--- src/hdl/rgb_cop_pkg.sv ---
package rgb_cop_pkg;

  localparam int ChW = 5;
  localparam int ByteW = 8;
  localparam int OpW = 3;
  localparam int SecW = 3;

  localparam logic [OpW-1:0] OP_BLEND  = 3'd0;
  localparam logic [OpW-1:0] OP_DARKEN = 3'd1;
  localparam logic [OpW-1:0] OP_LIGHT  = 3'd2;
  localparam logic [OpW-1:0] OP_BRIGHT = 3'd3;
  localparam logic [OpW-1:0] OP_INVERT = 3'd4;
  localparam logic [OpW-1:0] OP_GRAY   = 3'd5;
  localparam logic [OpW-1:0] OP_HSV    = 3'd6;

  localparam logic [ChW-1:0] ChMax = 5'd31;
  localparam logic [ByteW-1:0] ByteMax = 8'd255;
  localparam logic [ByteW-1:0] SectorSpan = 8'd43;

  // blend and gray sums fit 13 bits (max 31*255 + 128, 31*256)
  localparam int SumW = 13;

  typedef struct packed {
    logic [OpW-1:0]   op;
    logic [ChW-1:0]   r1;
    logic [ChW-1:0]   g1;
    logic [ChW-1:0]   b1;
    logic [ChW-1:0]   r2;
    logic [ChW-1:0]   g2;
    logic [ChW-1:0]   b2;
    logic [ByteW-1:0] f;
    logic [ByteW-1:0] nf;
    logic             adj_sub;
    logic [ChW-1:0]   amt;
    logic [SecW-1:0]  sector;
    logic [ByteW-1:0] rem;
    logic [ByteW-1:0] s;
    logic [ByteW-1:0] ns;
    logic [ByteW-1:0] v;
    logic             sat_zero;
  } s1_t;

  typedef struct packed {
    logic [OpW-1:0]   op;
    logic [ChW-1:0]   r1;
    logic [ChW-1:0]   g1;
    logic [ChW-1:0]   b1;
    logic             adj_sub;
    logic [ChW-1:0]   amt;
    logic [SumW-1:0]  blend_r;
    logic [SumW-1:0]  blend_g;
    logic [SumW-1:0]  blend_b;
    logic [SumW-1:0]  gray;
    logic [ByteW-1:0] srem;
    logic [ByteW-1:0] strem;
    logic [ByteW-1:0] p;
    logic [ByteW-1:0] v;
    logic [SecW-1:0]  sector;
    logic             sat_zero;
  } s2_t;

  typedef struct packed {
    logic [ChW-1:0] r;
    logic [ChW-1:0] g;
    logic [ChW-1:0] b;
  } rgb_t;

  function automatic logic [SecW-1:0] hue_sector(input logic [ByteW-1:0] h);
    logic [SecW-1:0] sec;
    if (h >= 8'd215) begin
      sec = 3'd5;
    end else if (h >= 8'd172) begin
      sec = 3'd4;
    end else if (h >= 8'd129) begin
      sec = 3'd3;
    end else if (h >= 8'd86) begin
      sec = 3'd2;
    end else if (h >= SectorSpan) begin
      sec = 3'd1;
    end else begin
      sec = 3'd0;
    end
    return sec;
  endfunction

  function automatic logic [ByteW-1:0] sector_base(input logic [SecW-1:0] sec);
    logic [ByteW-1:0] base;
    case (sec)
      3'd1:    base = 8'd43;
      3'd2:    base = 8'd86;
      3'd3:    base = 8'd129;
      3'd4:    base = 8'd172;
      3'd5:    base = 8'd215;
      default: base = 8'd0;
    endcase
    return base;
  endfunction

endpackage

--- src/hdl/rgb555_color_op_unit_core.sv ---
// rgb555 color operation unit: blend, darken, lighten, signed brightness,
// invert, grayscale and hsv to rgb on unpacked 5-bit red, green, blue
// input channel: in_valid_i / in_stall_o, one item per accepted edge
// carrying the opcode, two colors, factor and hsv bytes
// output channel: out_valid_o / out_stall_i, one color per item, in order
// three register stages: decode (hue sector, amounts), products
// (blend, gray, hsv partial products), second hsv products and final select
// an accepted item passes the three stages in order before out_valid_o rises
// throughput is one item per cycle unless out_stall_i holds the pipe;
// the hsv chain of two dependent 8x8 multiplies sets the stage split
// reset clears the stage valid bits only; the pipe is empty afterwards
// a stall on the output holds the last stage; earlier stages keep filling
// any empty slot, so in_stall_o rises only once all three stages hold items
// items are never dropped or repeated under stall
module rgb555_color_op_unit_core (
  input  logic                          clk_i,
  input  logic                          rst_ni,
  input  logic                          in_valid_i,
  output logic                          in_stall_o,
  input  logic [rgb_cop_pkg::OpW-1:0]   operation_i,
  input  logic [rgb_cop_pkg::ChW-1:0]   first_red_i,
  input  logic [rgb_cop_pkg::ChW-1:0]   first_green_i,
  input  logic [rgb_cop_pkg::ChW-1:0]   first_blue_i,
  input  logic [rgb_cop_pkg::ChW-1:0]   second_red_i,
  input  logic [rgb_cop_pkg::ChW-1:0]   second_green_i,
  input  logic [rgb_cop_pkg::ChW-1:0]   second_blue_i,
  input  logic [rgb_cop_pkg::ByteW-1:0] factor_i,
  input  logic [rgb_cop_pkg::ByteW-1:0] hue_i,
  input  logic [rgb_cop_pkg::ByteW-1:0] saturation_i,
  input  logic [rgb_cop_pkg::ByteW-1:0] hsv_level_i,
  output logic                          out_valid_o,
  input  logic                          out_stall_i,
  output logic [rgb_cop_pkg::ChW-1:0]   out_red_o,
  output logic [rgb_cop_pkg::ChW-1:0]   out_green_o,
  output logic [rgb_cop_pkg::ChW-1:0]   out_blue_o
);
  import rgb_cop_pkg::*;

  // stage valid bits
  logic v1_q, v2_q, v3_q;
  logic v1_d, v2_d, v3_d;
  // a stage may load when it is empty or its content moves on
  logic ready1, ready2, ready3;

  s1_t  s1;
  s2_t  s2;
  rgb_t res;

  assign ready3 = !v3_q || !out_stall_i;
  assign ready2 = !v2_q || ready3;
  assign ready1 = !v1_q || ready2;

  assign v1_d = ready1 ? in_valid_i : v1_q;
  assign v2_d = ready2 ? v1_q : v2_q;
  assign v3_d = ready3 ? v2_q : v3_q;

  always_ff @(posedge clk_i or negedge rst_ni) begin
    if (!rst_ni) begin
      v1_q <= 1'b0;
      v2_q <= 1'b0;
      v3_q <= 1'b0;
    end else begin
      v1_q <= v1_d;
      v2_q <= v2_d;
      v3_q <= v3_d;
    end
  end

  // stage 1: operand decode, hue sector and remainder
  rgb_cop_decode u_decode (
    .clk_i          (clk_i),
    .en_i           (ready1),
    .operation_i    (operation_i),
    .first_red_i    (first_red_i),
    .first_green_i  (first_green_i),
    .first_blue_i   (first_blue_i),
    .second_red_i   (second_red_i),
    .second_green_i (second_green_i),
    .second_blue_i  (second_blue_i),
    .factor_i       (factor_i),
    .hue_i          (hue_i),
    .saturation_i   (saturation_i),
    .hsv_level_i    (hsv_level_i),
    .s1_o           (s1)
  );

  // stage 2: blend, gray and first hsv products
  rgb_cop_mult u_mult (
    .clk_i (clk_i),
    .en_i  (ready2),
    .s1_i  (s1),
    .s2_o  (s2)
  );

  // stage 3: q and t products, clamped adjust, result select
  rgb_cop_final u_final (
    .clk_i (clk_i),
    .en_i  (ready3),
    .s2_i  (s2),
    .res_o (res)
  );

  assign in_stall_o  = !ready1;
  assign out_valid_o = v3_q;
  assign out_red_o   = res.r;
  assign out_green_o = res.g;
  assign out_blue_o  = res.b;

endmodule

--- src/hdl/rgb_cop_decode.sv ---
module rgb_cop_decode (
  input  logic                                 clk_i,
  input  logic                                 en_i,
  input  logic [rgb_cop_pkg::OpW-1:0]          operation_i,
  input  logic [rgb_cop_pkg::ChW-1:0]          first_red_i,
  input  logic [rgb_cop_pkg::ChW-1:0]          first_green_i,
  input  logic [rgb_cop_pkg::ChW-1:0]          first_blue_i,
  input  logic [rgb_cop_pkg::ChW-1:0]          second_red_i,
  input  logic [rgb_cop_pkg::ChW-1:0]          second_green_i,
  input  logic [rgb_cop_pkg::ChW-1:0]          second_blue_i,
  input  logic [rgb_cop_pkg::ByteW-1:0]        factor_i,
  input  logic [rgb_cop_pkg::ByteW-1:0]        hue_i,
  input  logic [rgb_cop_pkg::ByteW-1:0]        saturation_i,
  input  logic [rgb_cop_pkg::ByteW-1:0]        hsv_level_i,
  output rgb_cop_pkg::s1_t                     s1_o
);
  import rgb_cop_pkg::*;

  s1_t s1_d, s1_q;
  logic [ByteW-1:0] mag;
  logic [ByteW-1:0] diff;
  logic [ChW-1:0]   f_amt;
  logic [ChW-1:0]   mag_amt;
  logic             neg;

  always_comb begin
    neg     = factor_i[ByteW-1];
    mag     = ~factor_i + 8'd1;
    f_amt   = (factor_i > {3'd0, ChMax}) ? ChMax : factor_i[ChW-1:0];
    mag_amt = (mag > {3'd0, ChMax}) ? ChMax : mag[ChW-1:0];

    s1_d.op     = operation_i;
    s1_d.r1     = first_red_i;
    s1_d.g1     = first_green_i;
    s1_d.b1     = first_blue_i;
    s1_d.r2     = second_red_i;
    s1_d.g2     = second_green_i;
    s1_d.b2     = second_blue_i;
    s1_d.f      = factor_i;
    s1_d.nf     = ByteMax - factor_i;

    // signed brightness darkens by the magnitude of a negative factor
    s1_d.adj_sub = (operation_i == OP_DARKEN) || ((operation_i == OP_BRIGHT) && neg);
    s1_d.amt     = ((operation_i == OP_BRIGHT) && neg) ? mag_amt : f_amt;

    s1_d.sector   = hue_sector(hue_i);
    diff          = hue_i - sector_base(s1_d.sector);
    s1_d.rem      = (diff << 2) + (diff << 1);
    s1_d.s        = saturation_i;
    s1_d.ns       = ByteMax - saturation_i;
    s1_d.v        = hsv_level_i;
    s1_d.sat_zero = (saturation_i == 8'd0);
  end

  always_ff @(posedge clk_i) begin
    if (en_i) begin
      s1_q <= s1_d;
    end
  end

  assign s1_o = s1_q;

endmodule

--- src/hdl/rgb_cop_mult.sv ---
module rgb_cop_mult (
  input  logic             clk_i,
  input  logic             en_i,
  input  rgb_cop_pkg::s1_t s1_i,
  output rgb_cop_pkg::s2_t s2_o
);
  import rgb_cop_pkg::*;

  s2_t s2_d, s2_q;
  logic [2*ByteW-1:0] srem_full;
  logic [2*ByteW-1:0] strem_full;
  logic [2*ByteW-1:0] p_full;

  function automatic logic [SumW-1:0] blend_sum(input logic [ChW-1:0] a,
                                                input logic [ChW-1:0] b,
                                                input logic [ByteW-1:0] wa,
                                                input logic [ByteW-1:0] wb);
    logic [SumW-1:0] pa, pb;
    pa = SumW'(a) * SumW'(wa);
    pb = SumW'(b) * SumW'(wb);
    return pa + pb + SumW'(128);
  endfunction

  always_comb begin
    s2_d.op      = s1_i.op;
    s2_d.r1      = s1_i.r1;
    s2_d.g1      = s1_i.g1;
    s2_d.b1      = s1_i.b1;
    s2_d.adj_sub = s1_i.adj_sub;
    s2_d.amt     = s1_i.amt;

    // ratio 0 and 255 fall out of the rounded formula exactly
    s2_d.blend_r = blend_sum(s1_i.r1, s1_i.r2, s1_i.nf, s1_i.f);
    s2_d.blend_g = blend_sum(s1_i.g1, s1_i.g2, s1_i.nf, s1_i.f);
    s2_d.blend_b = blend_sum(s1_i.b1, s1_i.b2, s1_i.nf, s1_i.f);

    s2_d.gray = SumW'(s1_i.r1) * SumW'(77) + SumW'(s1_i.g1) * SumW'(150)
              + SumW'(s1_i.b1) * SumW'(29);

    srem_full  = s1_i.s * s1_i.rem;
    strem_full = s1_i.s * (ByteMax - s1_i.rem);
    p_full     = s1_i.v * s1_i.ns;
    s2_d.srem  = srem_full[2*ByteW-1:ByteW];
    s2_d.strem = strem_full[2*ByteW-1:ByteW];
    s2_d.p     = p_full[2*ByteW-1:ByteW];

    s2_d.v        = s1_i.v;
    s2_d.sector   = s1_i.sector;
    s2_d.sat_zero = s1_i.sat_zero;
  end

  always_ff @(posedge clk_i) begin
    if (en_i) begin
      s2_q <= s2_d;
    end
  end

  assign s2_o = s2_q;

endmodule

--- src/hdl/rgb_cop_final.sv ---
module rgb_cop_final (
  input  logic              clk_i,
  input  logic              en_i,
  input  rgb_cop_pkg::s2_t  s2_i,
  output rgb_cop_pkg::rgb_t res_o
);
  import rgb_cop_pkg::*;

  rgb_t res_d, res_q;
  logic [2*ByteW-1:0] q_full;
  logic [2*ByteW-1:0] t_full;
  logic [ChW-1:0]     q5, t5, p5, v5, lum;
  rgb_t               hsv, adj;

  function automatic logic [ChW-1:0] adjust_ch(input logic [ChW-1:0] c,
                                               input logic [ChW-1:0] amt,
                                               input logic           sub);
    logic [ChW:0]   sum;
    logic [ChW-1:0] res;
    sum = {1'b0, c} + {1'b0, amt};
    if (sub) begin
      res = (c > amt) ? (c - amt) : '0;
    end else begin
      res = sum[ChW] ? ChMax : sum[ChW-1:0];
    end
    return res;
  endfunction

  always_comb begin
    q_full = s2_i.v * (ByteMax - s2_i.srem);
    t_full = s2_i.v * (ByteMax - s2_i.strem);
    q5 = q_full[2*ByteW-1:ByteW+3];
    t5 = t_full[2*ByteW-1:ByteW+3];
    p5 = s2_i.p[ByteW-1:3];
    v5 = s2_i.v[ByteW-1:3];

    if (s2_i.sat_zero) begin
      hsv = '{r: v5, g: v5, b: v5};
    end else begin
      case (s2_i.sector)
        3'd0:    hsv = '{r: v5, g: t5, b: p5};
        3'd1:    hsv = '{r: q5, g: v5, b: p5};
        3'd2:    hsv = '{r: p5, g: v5, b: t5};
        3'd3:    hsv = '{r: p5, g: q5, b: v5};
        3'd4:    hsv = '{r: t5, g: p5, b: v5};
        default: hsv = '{r: v5, g: p5, b: q5};
      endcase
    end

    adj.r = adjust_ch(s2_i.r1, s2_i.amt, s2_i.adj_sub);
    adj.g = adjust_ch(s2_i.g1, s2_i.amt, s2_i.adj_sub);
    adj.b = adjust_ch(s2_i.b1, s2_i.amt, s2_i.adj_sub);

    lum = (s2_i.gray[SumW-1:8] > {3'd0, ChMax}) ? ChMax : s2_i.gray[ChW+7:8];

    case (s2_i.op)
      OP_BLEND: begin
        res_d.r = s2_i.blend_r[ChW+7:8];
        res_d.g = s2_i.blend_g[ChW+7:8];
        res_d.b = s2_i.blend_b[ChW+7:8];
      end
      OP_DARKEN, OP_LIGHT, OP_BRIGHT: res_d = adj;
      OP_INVERT: begin
        res_d.r = ChMax - s2_i.r1;
        res_d.g = ChMax - s2_i.g1;
        res_d.b = ChMax - s2_i.b1;
      end
      OP_GRAY: res_d = '{r: lum, g: lum, b: lum};
      OP_HSV:  res_d = hsv;
      default: res_d = '{r: s2_i.r1, g: s2_i.g1, b: s2_i.b1};
    endcase
  end

  always_ff @(posedge clk_i) begin
    if (en_i) begin
      res_q <= res_d;
    end
  end

  assign res_o = res_q;

endmodule

--- config.mk ---
export PLATFORM = sky130hd
export DESIGN_NAME = rgb555_color_op_unit_core
export DESIGN_NICKNAME = d
export VERILOG_FILES = /design/src/hdl/rgb_cop_pkg.sv /design/src/hdl/rgb555_color_op_unit_core.sv /design/src/hdl/rgb_cop_decode.sv /design/src/hdl/rgb_cop_mult.sv /design/src/hdl/rgb_cop_final.sv
export SDC_FILE = /design/constraint.sdc
export NUM_CORES = 2
export LEC_CHECK = 0
export ABC_CLOCK_PERIOD_IN_PS = 7100
export BUFFER_PORTS_ARGS = -buffer_cell sky130_fd_sc_hd__buf_2
export CAP_MARGIN = 20
export CORE_MARGIN = 4
export CORE_UTILIZATION = 30
export DETAILED_ROUTE_END_ITERATION = 8
export SYNTH_ARGS = -nofsm -noshare
export SYNTH_HDL_FRONTEND = slang
export SYNTH_SLANG_ARGS = --single-unit
--- constraint.sdc ---
create_clock -name clk_i -period 7.1 [get_ports clk_i]
set_input_delay 1.42 -clock clk_i [delete_from_list [all_inputs] [get_ports clk_i]]
set_output_delay 1.42 -clock clk_i [all_outputs]
set_load 0.005 [all_outputs]
# Word-level counts from Yosys, hierarchy flattened
# Cells that the tools add are included.
# W data, S select, Z words.
# op_classes
n_addsub,25
n_mul,14
n_lt_le_gt_ge,10
eq_ne,17
mux,21
bitwise_logic,1
reduce_logical,14
# op_table
cell,n
$pmux W15 S5,2
$mul A5 B8 Y13,6
$mux W5,12
$mul A8 B16 Y16,3
$add A13 B13 Y13,3
$add A13 B8 Y13 const B,3
$pmux W7 S5,1
$mul A8 B8 Y16,2
$sub A8 B8 Y9 const A,3
$ge A8 B8 Y1 const B,3
$mul A5 B7 Y12 const B,2
$eq A3 B2 Y1 const B,7
$add A5 B5 Y6,3
$eq A3 B3 Y1 const B,6
$gt A8 B5 Y1 const B,2
$sub A8 B8 Y8 const A,2
$gt A5 B5 Y1,3
$mux W15,1
$sub A5 B5 Y5,3
$sub A5 B5 Y5 const A,3
$add A12 B13 Y13,1
$add A13 B10 Y13,1
$eq A3 B1 Y1 const B,4
$mux W3,4
other kinds (14),22
# word_totals
register_bits,221
inputBits,69
out_inout_bits,17
elab_cells,141

# Logic depth before layout (Yosys ltp)
# depth
ltp_word,10
mapped_depth,20
mapped_depth_nobuf,20

# Modules after synthesis
# From an unflattened synthesis, not the netlist that was laid out.
# hier_totals
cells_unflattened,2948
hier_area_um2,29389.4
# by_module_without_submodules
mod,n_inst,cells_each,area_per_inst_um2,seq_area_each_um2
rgb_cop_mult,1,1878,18764.2,3363.2
rgb_cop_final,1,828,6840.3,450.4
rgb_cop_decode,1,232,3657.3,2702.6
rgb555_color_op_unit_core,1,10,127.6,75.1

# Least setup slack after synthesis
# Ideal clock, no wire load.
# synth_path
path_type,input to output
from,input port out_stall_i
to,output port in_stall_o
arrival_ps,4465
required_ps,5680
path_slack_ps,1215
path_stages,2
n_path_buf,0
path_cell_list,nand4_1 inv_1
# synth_between
elab_chain_cells,5
# synth_lines
item,line,source
from (decl),rgb555_color_op_unit_core.sv:32,"input logic out_stall_i,"
$logic_not A1 Y1,rgb555_color_op_unit_core.sv:49,assign ready3 = !v3_q || !out_stall_i;
$logic_or A1 B1 Y1,rgb555_color_op_unit_core.sv:49,
$logic_or A1 B1 Y1,rgb555_color_op_unit_core.sv:50,assign ready2 = !v2_q || ready3;
$logic_or A1 B1 Y1,rgb555_color_op_unit_core.sv:51,assign ready1 = !v1_q || ready2;
$logic_not A1 Y1,rgb555_color_op_unit_core.sv:103,assign in_stall_o = !ready1;
to (decl),rgb555_color_op_unit_core.sv:19,"output logic in_stall_o,"
# No other way between the ends.

==> results.cfg <==
[outcome]
status = complete, no violations

[synth]
ys_seq_area_share_pct = 20.79
synth_seq_cells = 185
async_flop_share_pct = 1.622
synth_cells = 2684
synthFlopType = edfxtp_1
yosys_warnings = 0
synth_area_sq_mm = 0.02665
synth_area_per_cell_sq_um = 9.928
synth_nets = 3488
synth_cell_types = 88
synth_edf_count = 182

[clock_tree]
cts_hold_buf = 0
cts_buffers = 17
clock_sinks = 185
cts_setup_buffers = 0
h-tree-depth = 4
cts-root-buf = clkbuf_16
clkTransAtPathRegs_ns = 0.08
cts_tree = done
cts_resized = 0
clock_latency_ns = 0.50
clockBufferDepth = 2

[floorplanning]
coreArea_sq_mm = 0.08824
fp.dieW_microns = 306.0
initial_utilization_pct = 30.20
rows = 109
ioPinCount = 86
chipHeight_microns = 306.0
dieArea_sq_mm = 0.09365

[grt]
grt_pass1_vias = 19210
overflow = 0
grt_start_max_net_pins = 61
grt.total_usage_pct = 13.93
grt_pass1_wl_microns = 103800
antenna_found_initial = 5

[final_layout]
drive_gt1_share_pct = 5.407
area_growth_pct = 8.236
final_cells = 3903
fin_nets = 3528
final_cell_mix = inv_1, fa_1, ha_1
layout_commonest_cell = inv_1

[run]
max_cap_violations = 0

[routing]
wl_per_cell_microns = 16.24
ant_nets = 0
wl_microns = 63390
drtIter0Drc = 1186
vias_per_cell = 4.696
vias = 18330
drc = 0
first_pass_iters = 5

[placed_design]
gp_congestion = 0.8579
dp.final_hpwl_microns = 50030
io_buffers = 85
dpl.cell_count = 3870

[setup_path]
critPathMaxFanout = 17
crit_type = reg -> reg
cp.required_ns = 7.36
cp.arrival_ns = 5.91
reg2reg_to = u_final.res_o[8]
r2r_slack_ns = 1.45
startpoint_type = flip-flop
slowest_delay_ns = 0.56
slowest_stage = a2111oi_2
path_cells = clkinv_1 -> nor2_1 -> fa_1 -> fa_1 -> fa_1 -> inv_1 -> fa_1 -> inv_1 -> ha_1 -> a21oi_1 -> a21oi_1 -> a2111oi_2 -> nor2_1 -> xnor2_2 -> a21oi_1 -> o31a_1 -> o22a_1
path_common_cell = fa_1
timing.rr.start = u_mult.s2_o[8]
r2r_cells = 17
end_kind = flip-flop

[timing]
setup_tns_ns = 0
rsz0062_at_grt = no
setup_viol = 0
drv_slew = 0
worst_clock_skew_ns = 0.01210
fin_crit_sh_pct = 79.56
finalCriticalPeriod_ns = 5.648
slew_headroom_pct = 36.48
hold_viol_final = 0
max_freq_ghz = 0.1770
tightest_slew_ns = 0.9528

[min_path]
hp-class = reg -> reg
hold_end = u_mult.s2_o[92]
holdPathStages = 0
worstHoldStart = u_decode.s1_o[40]
## critical path: cells and delay by family (launching register included)
family / cells / cell delay (ns)
flops: 1 / 0.45
simple gates: 2 / 0.47
compound gates: 6 / 1.44
fa+ha+maj: 5 / 2.22
xor+xnor: 1 / 0.19
buf+inv: 3 / 0.63
## per-stage QoR
stage	worst slack (ns)	hold WS, ns	utilization, %	instance area, sq um
after floorplan	1.215	0.4003	-	26650
after global placement	1.592	0.4001	32.08	28310
after detailed placement	1.501	0.4045	32.08	28310
after CTS	1.484	0.4215	32.68	28840
after global routing	1.087	0.4237	32.68	28840
final	1.452	0.4209	32.68	28840
## worst max-delay path by stage
stage                         startpoint               end  slack [ns]  cells past startpoint
after global routing      u_mult.s2_o[8]  u_final.res_o[8]        1.09                     17
after detailed placement  u_mult.s2_o[8]  u_final.res_o[8]        1.50                     17
after floorplan              out_stall_i        in_stall_o        1.21                      2
after global placement    u_mult.s2_o[8]  u_final.res_o[8]        1.59                     17
after CTS                 u_mult.s2_o[8]  u_final.res_o[8]        1.48                     17
final                     u_mult.s2_o[8]  u_final.res_o[8]        1.45                     17
## cells in the mapped netlist (all sizes together), types with 4 or more instances
library cell / n / area (sq um)
xor2: 27 / 236.5
o21bai: 15 / 112.6
a31o: 4 / 35.04
o22a: 5 / 43.79
o221ai: 8 / 70.07
a41oi: 4 / 35.03
o211ai: 4 / 30.03
nand3: 21 / 105.1
nand2: 238 / 895.9
buf: 6 / 35.03
fa: 370 / 7407
a211oi: 7 / 52.55
and2: 170 / 1065
a21oi: 83 / 415.4
nor3: 24 / 125.1
o31ai: 5 / 42.54
edfxtp: 182 / 5465
a21o: 30 / 225.2
a31oi: 16 / 130.1
o22ai: 8 / 50.05
o21ai: 50 / 254.0
ha: 365 / 4567
xnor2: 53 / 471.7
nand2b: 66 / 412.9
a221oi: 4 / 41.29
clkbuf: 63 / 236.5
mux2i: 21 / 210.2
o21a: 10 / 75.07
nor2b: 84 / 525.5
or3: 10 / 62.56
nor2: 119 / 449.2
a221o: 6 / 61.31
nand4: 9 / 56.30
o311ai: 5 / 43.80
inv: 528 / 1982
or2: 4 / 25.02
and3: 9 / 56.30
## kinds of logic after synthesis
| family | after synthesis | synth area share [%] |
|---|---|---|
| buffers and inverters | 598 | 8.471 |
| xor gates and xnor gates | 80 | 2.658 |
| adders and majority gates | 735 | 44.94 |
| AOI/OAI and AO/OA | 299 | 7.748 |
| muxes | 21 | 0.7889 |
| and+or+nand+nor | 766 | 14.60 |
| DFF | 185 | 20.79 |
## registers in the layout (all words and copies together), names as in the netlist
name	cells
out_valid_o	1
v2_q	1
u_final.res_o	15
u_decode.s1_o	90
v1_q	1
u_mult.s2_o	77
## per-layer routing
layer / wire length, microns / global-route usage (%) / share of wire [%]
met1: 28910 / 18.86 / 46
met2: 30210 / 23.28 / 48
met3: 3169 / 2.342 / 5.0
met4: 1083 / 3.478 / 1.7
met5: 13 / 0 / 0.021
## layout make-up
cell class	instances	area (sq um)
Antenna cell	1	2.502
Clock buffer	19	432.9
Clock inverter	13	97.59
Fill cell	9073	59400
Inverter	529	1986
Multi-Input combinational cell	1901	18860
Sequential cell	185	5540
Tap cell	1165	1458
Timing Repair Buffer	90	462.9
Power is not shown: default switching activity piles up to over one toggle a cycle in this logic, so the estimate is an artifact.
